**src/rtl/voxel_shape_classifier_defines.svh**
```systemverilog
// assertion macros for the voxel shape classifier
`ifndef VOXEL_SHAPE_CLASSIFIER_DEFINES_SVH
`define VOXEL_SHAPE_CLASSIFIER_DEFINES_SVH

`ifndef NO_ASSERTIONS

// same-cycle implication, checked at every rising edge out of reset
`define VSC_ASSERT_COMB(lbl, ante, cons) \
  lbl: assert property (@(posedge clk) disable iff (!rst_n) (ante) |-> (cons)) \
    else $error("voxel shape classifier check failed");

// next-cycle implication
`define VSC_ASSERT_NEXT(lbl, ante, cons) \
  lbl: assert property (@(posedge clk) disable iff (!rst_n) (ante) |=> (cons)) \
    else $error("voxel shape classifier check failed");

`else

`define VSC_ASSERT_COMB(lbl, ante, cons)
`define VSC_ASSERT_NEXT(lbl, ante, cons)

`endif

`endif

```
**src/rtl/vsc_pkg.sv**
```systemverilog
// shared constants, types and codes of the voxel shape classifier
package vsc_pkg;

  // block constants
  localparam int CHUNK_LOG  = 5;
  localparam int MAX_EXTENT = 1024;

  // field widths
  localparam int COORD_W = 24;
  localparam int CHUNK_W = 19;
  localparam int LOCAL_W = 5;
  localparam int SHAPE_W = 3;
  localparam int CFG_IDX_W = 3;

  // datapath widths, sized for extents up to 1024
  localparam int EXT_W    = COORD_W + 1;        // raw extent hi - lo + 1
  localparam int SIZE_W   = 11;                 // extent when in range
  localparam int MAG_W    = 10;                 // |d| <= size - 1
  localparam int DOFF_W   = SIZE_W + 2;         // signed d
  localparam int DSQ_W    = 2 * MAG_W;          // d squared
  localparam int SQ_W     = 21;                 // size squared
  localparam int PAIR_W   = 2 * SQ_W;           // product of two size squares
  localparam int HALF_W   = SQ_W;               // half of a pair product
  localparam int CYL_W    = DSQ_W + SQ_W;       // cylinder term
  localparam int PART_W   = DSQ_W + HALF_W;     // ellipsoid partial product
  localparam int TPART_W  = SQ_W + HALF_W;      // total partial product
  localparam int TERM_W   = DSQ_W + PAIR_W;     // ellipsoid term
  localparam int TOT_W    = SQ_W + PAIR_W;      // product of all size squares
  localparam int SUM_W    = TOT_W + 1;          // sum of three terms

  typedef logic signed [COORD_W-1:0] coord_t;
  typedef logic signed [CHUNK_W-1:0] chunk_t;
  typedef logic [LOCAL_W-1:0]        local_t;
  typedef logic [SHAPE_W-1:0]        shape_t;
  typedef logic [CFG_IDX_W-1:0]      cfg_idx_t;
  typedef logic [DSQ_W-1:0]          dsq_t;
  typedef logic [SQ_W-1:0]           sq_t;
  typedef logic [TERM_W-1:0]         term_t;
  typedef logic [TOT_W-1:0]          tot_t;

  // shape codes
  localparam shape_t SHAPE_BOX       = 3'd0;
  localparam shape_t SHAPE_ELLIPSOID = 3'd1;
  localparam shape_t SHAPE_CYL_Z     = 3'd2;
  localparam shape_t SHAPE_CYL_Y     = 3'd3;
  localparam shape_t SHAPE_CYL_X     = 3'd4;

  // register indexes
  localparam cfg_idx_t REG_CORNER_A_X = 3'd0;
  localparam cfg_idx_t REG_CORNER_A_Y = 3'd1;
  localparam cfg_idx_t REG_CORNER_A_Z = 3'd2;
  localparam cfg_idx_t REG_CORNER_B_X = 3'd3;
  localparam cfg_idx_t REG_CORNER_B_Y = 3'd4;
  localparam cfg_idx_t REG_CORNER_B_Z = 3'd5;
  localparam cfg_idx_t REG_SHAPE_KIND = 3'd6;

  // stage load enables of the per-axis front end
  typedef struct packed {
    logic s1;
    logic s2;
    logic s3;
  } axis_en_t;

  // stage load enables of the product stages
  typedef struct packed {
    logic s4;
    logic s5;
    logic s6;
  } prod_en_t;

  // side data that travels with each request
  typedef struct packed {
    chunk_t chunk_x;
    chunk_t chunk_y;
    chunk_t chunk_z;
    local_t local_x;
    local_t local_y;
    local_t local_z;
    shape_t shape;
    logic   err;
    logic   inbox;
  } meta_t;

endpackage

```
**src/rtl/vsc_axis.sv**
```systemverilog
// per-axis front end: corner sort, box test, offset and squares (stages 1 to 3)
module vsc_axis (
  input  logic             clk,
  input  vsc_pkg::axis_en_t en,
  input  vsc_pkg::coord_t  p,
  input  vsc_pkg::coord_t  ca,
  input  vsc_pkg::coord_t  cb,
  output vsc_pkg::dsq_t    dsq,
  output vsc_pkg::sq_t     s2,
  output logic             inbox,
  output logic             err
);
  import vsc_pkg::*;

  coord_t                  lo;
  coord_t                  hi;
  logic [EXT_W-1:0]        ext;
  logic [EXT_W-1:0]        diff;
  logic signed [DOFF_W-1:0] d;
  logic signed [DOFF_W-1:0] mag;

  logic [SIZE_W-1:0] diff_r;
  logic [EXT_W-1:0]  ext_r;
  logic              inbox1_r;
  logic [MAG_W-1:0]  mag_r;
  logic [SIZE_W-1:0] size_r;
  logic              inbox2_r;
  logic              err2_r;
  dsq_t              dsq_r;
  sq_t               s2_r;
  logic              inbox3_r;
  logic              err3_r;

  // stage 1: sort corners, extent, box test, offset from low corner
  always_comb begin
    lo   = (ca < cb) ? ca : cb;
    hi   = (ca < cb) ? cb : ca;
    ext  = EXT_W'({hi[COORD_W-1], hi} - {lo[COORD_W-1], lo} + EXT_W'(1));
    diff = EXT_W'({p[COORD_W-1], p} - {lo[COORD_W-1], lo});
  end

  always_ff @(posedge clk) begin
    if (en.s1) begin
      diff_r   <= diff[SIZE_W-1:0];
      ext_r    <= ext;
      inbox1_r <= (p >= lo) && (p <= hi);
    end
  end

  // stage 2: range check and |2p + 1 - 2lo - size|
  always_comb begin
    d   = $signed({1'b0, diff_r, 1'b1}) - $signed({2'b00, ext_r[SIZE_W-1:0]});
    mag = (d < 0) ? -d : d;
  end

  always_ff @(posedge clk) begin
    if (en.s2) begin
      mag_r    <= mag[MAG_W-1:0];
      size_r   <= ext_r[SIZE_W-1:0];
      inbox2_r <= inbox1_r;
      err2_r   <= ext_r > EXT_W'(MAX_EXTENT);
    end
  end

  // stage 3: squares of offset and extent
  always_ff @(posedge clk) begin
    if (en.s3) begin
      dsq_r    <= DSQ_W'(mag_r) * DSQ_W'(mag_r);
      s2_r     <= SQ_W'(SQ_W'(size_r) * SQ_W'(size_r));
      inbox3_r <= inbox2_r;
      err3_r   <= err2_r;
    end
  end

  assign dsq   = dsq_r;
  assign s2    = s2_r;
  assign inbox = inbox3_r;
  assign err   = err3_r;

endmodule

```
**config.mk**
```make
export PLATFORM = sky130hd
export DESIGN_NAME = vsc_axis
export DESIGN_NICKNAME = d
export VERILOG_FILES = /design/src/rtl/voxel_shape_classifier_defines.svh /design/src/rtl/vsc_pkg.sv /design/src/rtl/vsc_axis.sv
export SDC_FILE = /design/constraint.sdc
export NUM_CORES = 1
export LEC_CHECK = 0
export BUFFER_PORTS_ARGS = -buffer_cell sky130_fd_sc_hd__buf_4
export CAP_MARGIN = 15
export CORE_UTILIZATION = 45
export CTS_BUF_LIST = sky130_fd_sc_hd__clkbuf_4
export DETAILED_ROUTE_END_ITERATION = 8
export PLACE_DENSITY = 0.69
export SLEW_MARGIN = 20
export SYNTH_ARGS = -nofsm -noshare
export SYNTH_HDL_FRONTEND = slang
export SYNTH_SLANG_ARGS = --single-unit
export TNS_END_PERCENT = 10
```
**constraint.sdc**
```tcl
create_clock -name clk -period 5.9 [get_ports clk]
set_input_delay 0.59 -clock clk [delete_from_list [all_inputs] [get_ports clk]]
set_output_delay 0.59 -clock clk [all_outputs]
set_load 0.02 [all_outputs]
```
==> report_table.html <==
<table>
<tr><th>Metric</th><th>Value</th></tr>
<tr><th colspan="2">Placed design</th></tr>
<tr><td>Post-place instance area</td><td>about 15000 µm²</td></tr>
<tr><td>Weighted congestion at the end of routability-driven global placement</td><td>0.872</td></tr>
<tr><td>Input/output buffers</td><td>116</td></tr>
<tr><td>HPWL after detailed placement</td><td>about 23000 µm</td></tr>
<tr><th colspan="2">Finish</th></tr>
<tr><td>Number of filler instances in the final layout</td><td>between 2000 and 3000</td></tr>
<tr><td>Post-layout nets</td><td>1901</td></tr>
<tr><td>Final instance area</td><td>14800 µm²</td></tr>
<tr><td>Utilization of the core after routing</td><td>50.9%</td></tr>
<tr><td>Fraction of layout instances using a drive strength above 1</td><td>10.8%</td></tr>
<tr><td>Area growth, synth to finish</td><td>10.0%</td></tr>
<tr><th colspan="2">Drt</th></tr>
<tr><td>Post-Route WL</td><td>26700 µm</td></tr>
<tr><td>Detailed-route vias per instance</td><td>5.19</td></tr>
<tr><td>First DRT Iteration DRCs</td><td>461</td></tr>
<tr><td>Via Count</td><td>9836</td></tr>
<tr><td>Wirelength per Cell</td><td>around 14 µm</td></tr>
<tr><td>Number of search-and-repair iterations in the first detailed-routing pass</td><td>5</td></tr>
<tr><td>DRC violations left</td><td>0</td></tr>
<tr><td>Number of routed nets with antenna violations</td><td>0</td></tr>
<tr><th colspan="2">Synthesis</th></tr>
<tr><td>Ranking of synthesized cells by area</td><td>sky130_fd_sc_hd__edfxtp_1 23%, sky130_fd_sc_hd__ha_1 19%, sky130_fd_sc_hd__fa_1 17%</td></tr>
<tr><td>Mapped Cells</td><td>about 1400</td></tr>
<tr><td>Top_reg_cell synth</td><td>sky130_fd_sc_hd__edfxtp_1</td></tr>
<tr><td>Mapped cell area</td><td>13500 µm²</td></tr>
<tr><td>Yosys Warn Count</td><td>0</td></tr>
<tr><td>Adder-cell share of the synthesized area</td><td>35.9%</td></tr>
<tr><td>Main combinational cell family by area after synthesis</td><td>adder cells</td></tr>
<tr><td>Share of the synthesized netlist area taken by xor and xnor gates</td><td>between 5 and 6%</td></tr>
<tr><td>Synthesized area per cell</td><td>~9.6 µm²</td></tr>
<tr><td>Number of enable-type register cells in the synthesized netlist</td><td>101</td></tr>
<tr><td>Area share of the leading cell type in the synthesized netlist</td><td>22.5%</td></tr>
<tr><td>Multiplexer share of the synthesized area</td><td>2.12%</td></tr>
<tr><td>Fraction of the mapped netlist area in simple logic gates</td><td>12.7%</td></tr>
<tr><td>Sequential area share after synthesis</td><td>between 20% and 30%</td></tr>
<tr><td>Biggest area consumer among synthesized cells</td><td>sky130_fd_sc_hd__edfxtp_1</td></tr>
<tr><td>Area fraction in compound gates after synthesis</td><td>13.1%</td></tr>
<tr><td>Async set-or-reset flop fraction in the synthesized netlist</td><td>0%</td></tr>
<tr><td>Count of different cell masters after synthesis</td><td>66</td></tr>
<tr><td>Most common cell in the synthesized netlist</td><td>sky130_fd_sc_hd__inv_1</td></tr>
<tr><td>Flops &amp; latches, synth</td><td>101</td></tr>
<tr><td>Post-synth top cells</td><td>243 x sky130_fd_sc_hd__inv_1, 204 x sky130_fd_sc_hd__ha_1, 114 x sky130_fd_sc_hd__fa_1, 101 x sky130_fd_sc_hd__edfxtp_1, 97 x sky130_fd_sc_hd__nand2_1</td></tr>
<tr><th colspan="2">Run</th></tr>
<tr><td>Number of maximum-capacitance constraint violations</td><td>0</td></tr>
<tr><th colspan="2">GRT</th></tr>
<tr><td>Global routing usage summed across all routing layers</td><td>17.8%</td></tr>
<tr><td>Overflow left after global routing</td><td>0</td></tr>
<tr><td>Via count of the first global-routing pass</td><td>9558</td></tr>
<tr><td>Number of antenna violations at the first check in global routing</td><td>1</td></tr>
<tr><td>Global-route wire length before repair</td><td>44800 µm</td></tr>
<tr><td>Maximum number of pins on one net before global-route repair</td><td>63</td></tr>
<tr><th colspan="2">Clocking</th></tr>
<tr><td>Hold buffer count at cts</td><td>0</td></tr>
<tr><td>CTS tree</td><td>yes</td></tr>
<tr><td>TritonCTS Buffers</td><td>9</td></tr>
<tr><td>Total clock sinks</td><td>101</td></tr>
<tr><td>CTS root buf</td><td>sky130_fd_sc_hd__clkbuf_4</td></tr>
<tr><td>Deepest level of the CTS H-tree</td><td>3</td></tr>
<tr><td>CTS clk-pin slew, worst paths</td><td>160 ps</td></tr>
<tr><td>Buffers inserted during post-CTS setup optimization</td><td>0</td></tr>
<tr><td>Largest buffer count on any clock path</td><td>2</td></tr>
<tr><td>Post-CTS sizing</td><td>0</td></tr>
<tr><td>Worst-skew pair later-pin latency</td><td>~480 ps</td></tr>
<tr><th colspan="2">Setup path</th></tr>
<tr><td>Required @ worst endpoint</td><td>6160 ps</td></tr>
<tr><td>Worst-path maximum fanout</td><td>13</td></tr>
<tr><td>Worst Setup Start Kind</td><td>flip-flop</td></tr>
<tr><td>Critical Path AT</td><td>5800 ps</td></tr>
<tr><td>Category of the worst setup path capture point</td><td>flip-flop</td></tr>
<tr><td>Type of the setup path with the least slack</td><td>reg -&gt; reg</td></tr>
<tr><th colspan="2">STA</th></tr>
<tr><td>Final-report setup violation count</td><td>0</td></tr>
<tr><td>Worst hold margin</td><td>roughly 440 ps</td></tr>
<tr><td>Clk_skew</td><td>21.7 ps</td></tr>
<tr><td>Hold Fails Final Rpt</td><td>0</td></tr>
<tr><td>Final max-slew violation count</td><td>0</td></tr>
<tr><td>Sum Neg Setup Slack</td><td>0 ps</td></tr>
<tr><td>Unrepaired setup endpoints after global routing</td><td>no</td></tr>
<tr><td>Relative slew slack</td><td>50.9%</td></tr>
<tr><td>Period minus WS final</td><td>5550 ps</td></tr>
<tr><td>Highest Clock Rate</td><td>180 MHz</td></tr>
<tr><td>Least-Margin Pin Slew</td><td>730 ps</td></tr>
<tr><td>Period utilization</td><td>94.0%</td></tr>
<tr><th colspan="2">Floorplanning</th></tr>
<tr><td>Std-Cell Core Area</td><td>29100 µm²</td></tr>
<tr><td>Num rows</td><td>62</td></tr>
<tr><td>Starting density of the core</td><td>46.3%</td></tr>
<tr><td>Die outline width</td><td>175 µm</td></tr>
<tr><td>Boundary pin count</td><td>about 120</td></tr>
<tr><td>Vert. Die Dim</td><td>175 µm</td></tr>
<tr><td>Die Area</td><td>30600 µm²</td></tr>
<tr><th colspan="2">Min path</th></tr>
<tr><td>Min-Delay Path Class</td><td>reg -&gt; reg</td></tr>
<tr><th colspan="2">Run status</th></tr>
<tr><td>Outcome</td><td>finished, final reports clean</td></tr>
</table>
==> critical path, stage by stage, from the launching register on <==
cell	delay, ps
sky130_fd_sc_hd__edfxtp_1	620
sky130_fd_sc_hd__nand2_1	190
sky130_fd_sc_hd__fa_1	560
sky130_fd_sc_hd__inv_1	50
sky130_fd_sc_hd__fa_1	500
sky130_fd_sc_hd__inv_1	50
sky130_fd_sc_hd__fa_1	460
sky130_fd_sc_hd__fa_1	520
sky130_fd_sc_hd__fa_1	540
sky130_fd_sc_hd__inv_1	40
sky130_fd_sc_hd__ha_1	350
sky130_fd_sc_hd__a21o_1	180
sky130_fd_sc_hd__a211o_1	320
sky130_fd_sc_hd__nand3_1	100
sky130_fd_sc_hd__nand2_1	70
sky130_fd_sc_hd__a2111oi_0	380
sky130_fd_sc_hd__o21bai_1	130
sky130_fd_sc_hd__a21oi_1	190
sky130_fd_sc_hd__xnor2_1	80
==> per-layer routing <==
layer / up-vias / track usage, % / share of wire, %
met5: - / 0 / 0
met4: 0 / 4.06 / 1.4
met3: 28 / 2.02 / 4.0
met2: 232 / 28.0 / 43
met1: 4571 / 26.3 / 51
li1: 5005 / - / -
==> cells by family after synthesis <==
family,after synthesis
AO/OA/AOI/OAI,261
AND/OR/NAND/NOR,337
other,1
multiplexers,28
adder cells (fa/ha/maj),318
flip-flops,101
buffers and inverters,277
XOR/XNOR,84
==> path summary, 6_finish.rpt <==
kind / start / cells after the start / slack (ps) / endpoint
worst min register to register: inbox1_r / 0 / 440 / inbox2_r
worst max register to register: size_r[2] / 18 / 350 / s2[19]
worst min-delay path: inbox1_r / 0 / 440 / inbox2_r
worst max-delay path: size_r[2] / 18 / 350 / s2[19]
==> cell type report <==
type | instances | area [µm²] | share of cell area (%)
clock inverter | 7 | 65.1 | 0.439
sequential | 101 | 3030 | 20.5
multi-input combinational | 1030 | 9330 | 63.0
antenna | 1 | 2.50 | 0.0169
clock buffer | 9 | 67.6 | 0.456
tap | 384 | 480 | 3.24
inverter | 243 | 912 | 6.16
timing repair buffer | 122 | 928 | 6.27
==> per-stage QoR <==
step	cells	worst slack, ps
finish	1897	354
global route	1897	20.7
CTS	1896	349
detailed placement	1880	372
global placement	1880	459
floorplan	1408	557
==> flip-flops by register name (all words and copies together), names as in the netlist, 10 cells and up <==
register / count
diff_r: 11
dsq: 19
ext_r: 25
mag_r: 10
s2: 20
size_r: 11
==> cell usage in the layout, fill, tap and decap left out, types with 9 or more instances in the layout <==
cell type and count:
sky130_fd_sc_hd__a21o_1 42, sky130_fd_sc_hd__xor2_1 20, sky130_fd_sc_hd__buf_4 121, sky130_fd_sc_hd__ha_1 204, sky130_fd_sc_hd__inv_1 243, sky130_fd_sc_hd__and2_1 53
sky130_fd_sc_hd__a21boi_1 14, sky130_fd_sc_hd__a21oi_1 58, sky130_fd_sc_hd__nor3_1 21, sky130_fd_sc_hd__o21bai_1 11, sky130_fd_sc_hd__and3_1 9, sky130_fd_sc_hd__o21ai_0 30
sky130_fd_sc_hd__o21ai_1 16, sky130_fd_sc_hd__nor2_1 47, sky130_fd_sc_hd__fa_1 114, sky130_fd_sc_hd__a21boi_0 11, sky130_fd_sc_hd__edfxtp_1 101, sky130_fd_sc_hd__nand4_1 16
sky130_fd_sc_hd__mux2i_1 24, sky130_fd_sc_hd__xnor2_1 64, sky130_fd_sc_hd__nand3_1 34, sky130_fd_sc_hd__nand2_1 97, sky130_fd_sc_hd__clkbuf_4 9, sky130_fd_sc_hd__nor2b_1 21
Power is not shown: default switching activity piles up to over one toggle a cycle in this logic, so the estimate is an artifact.
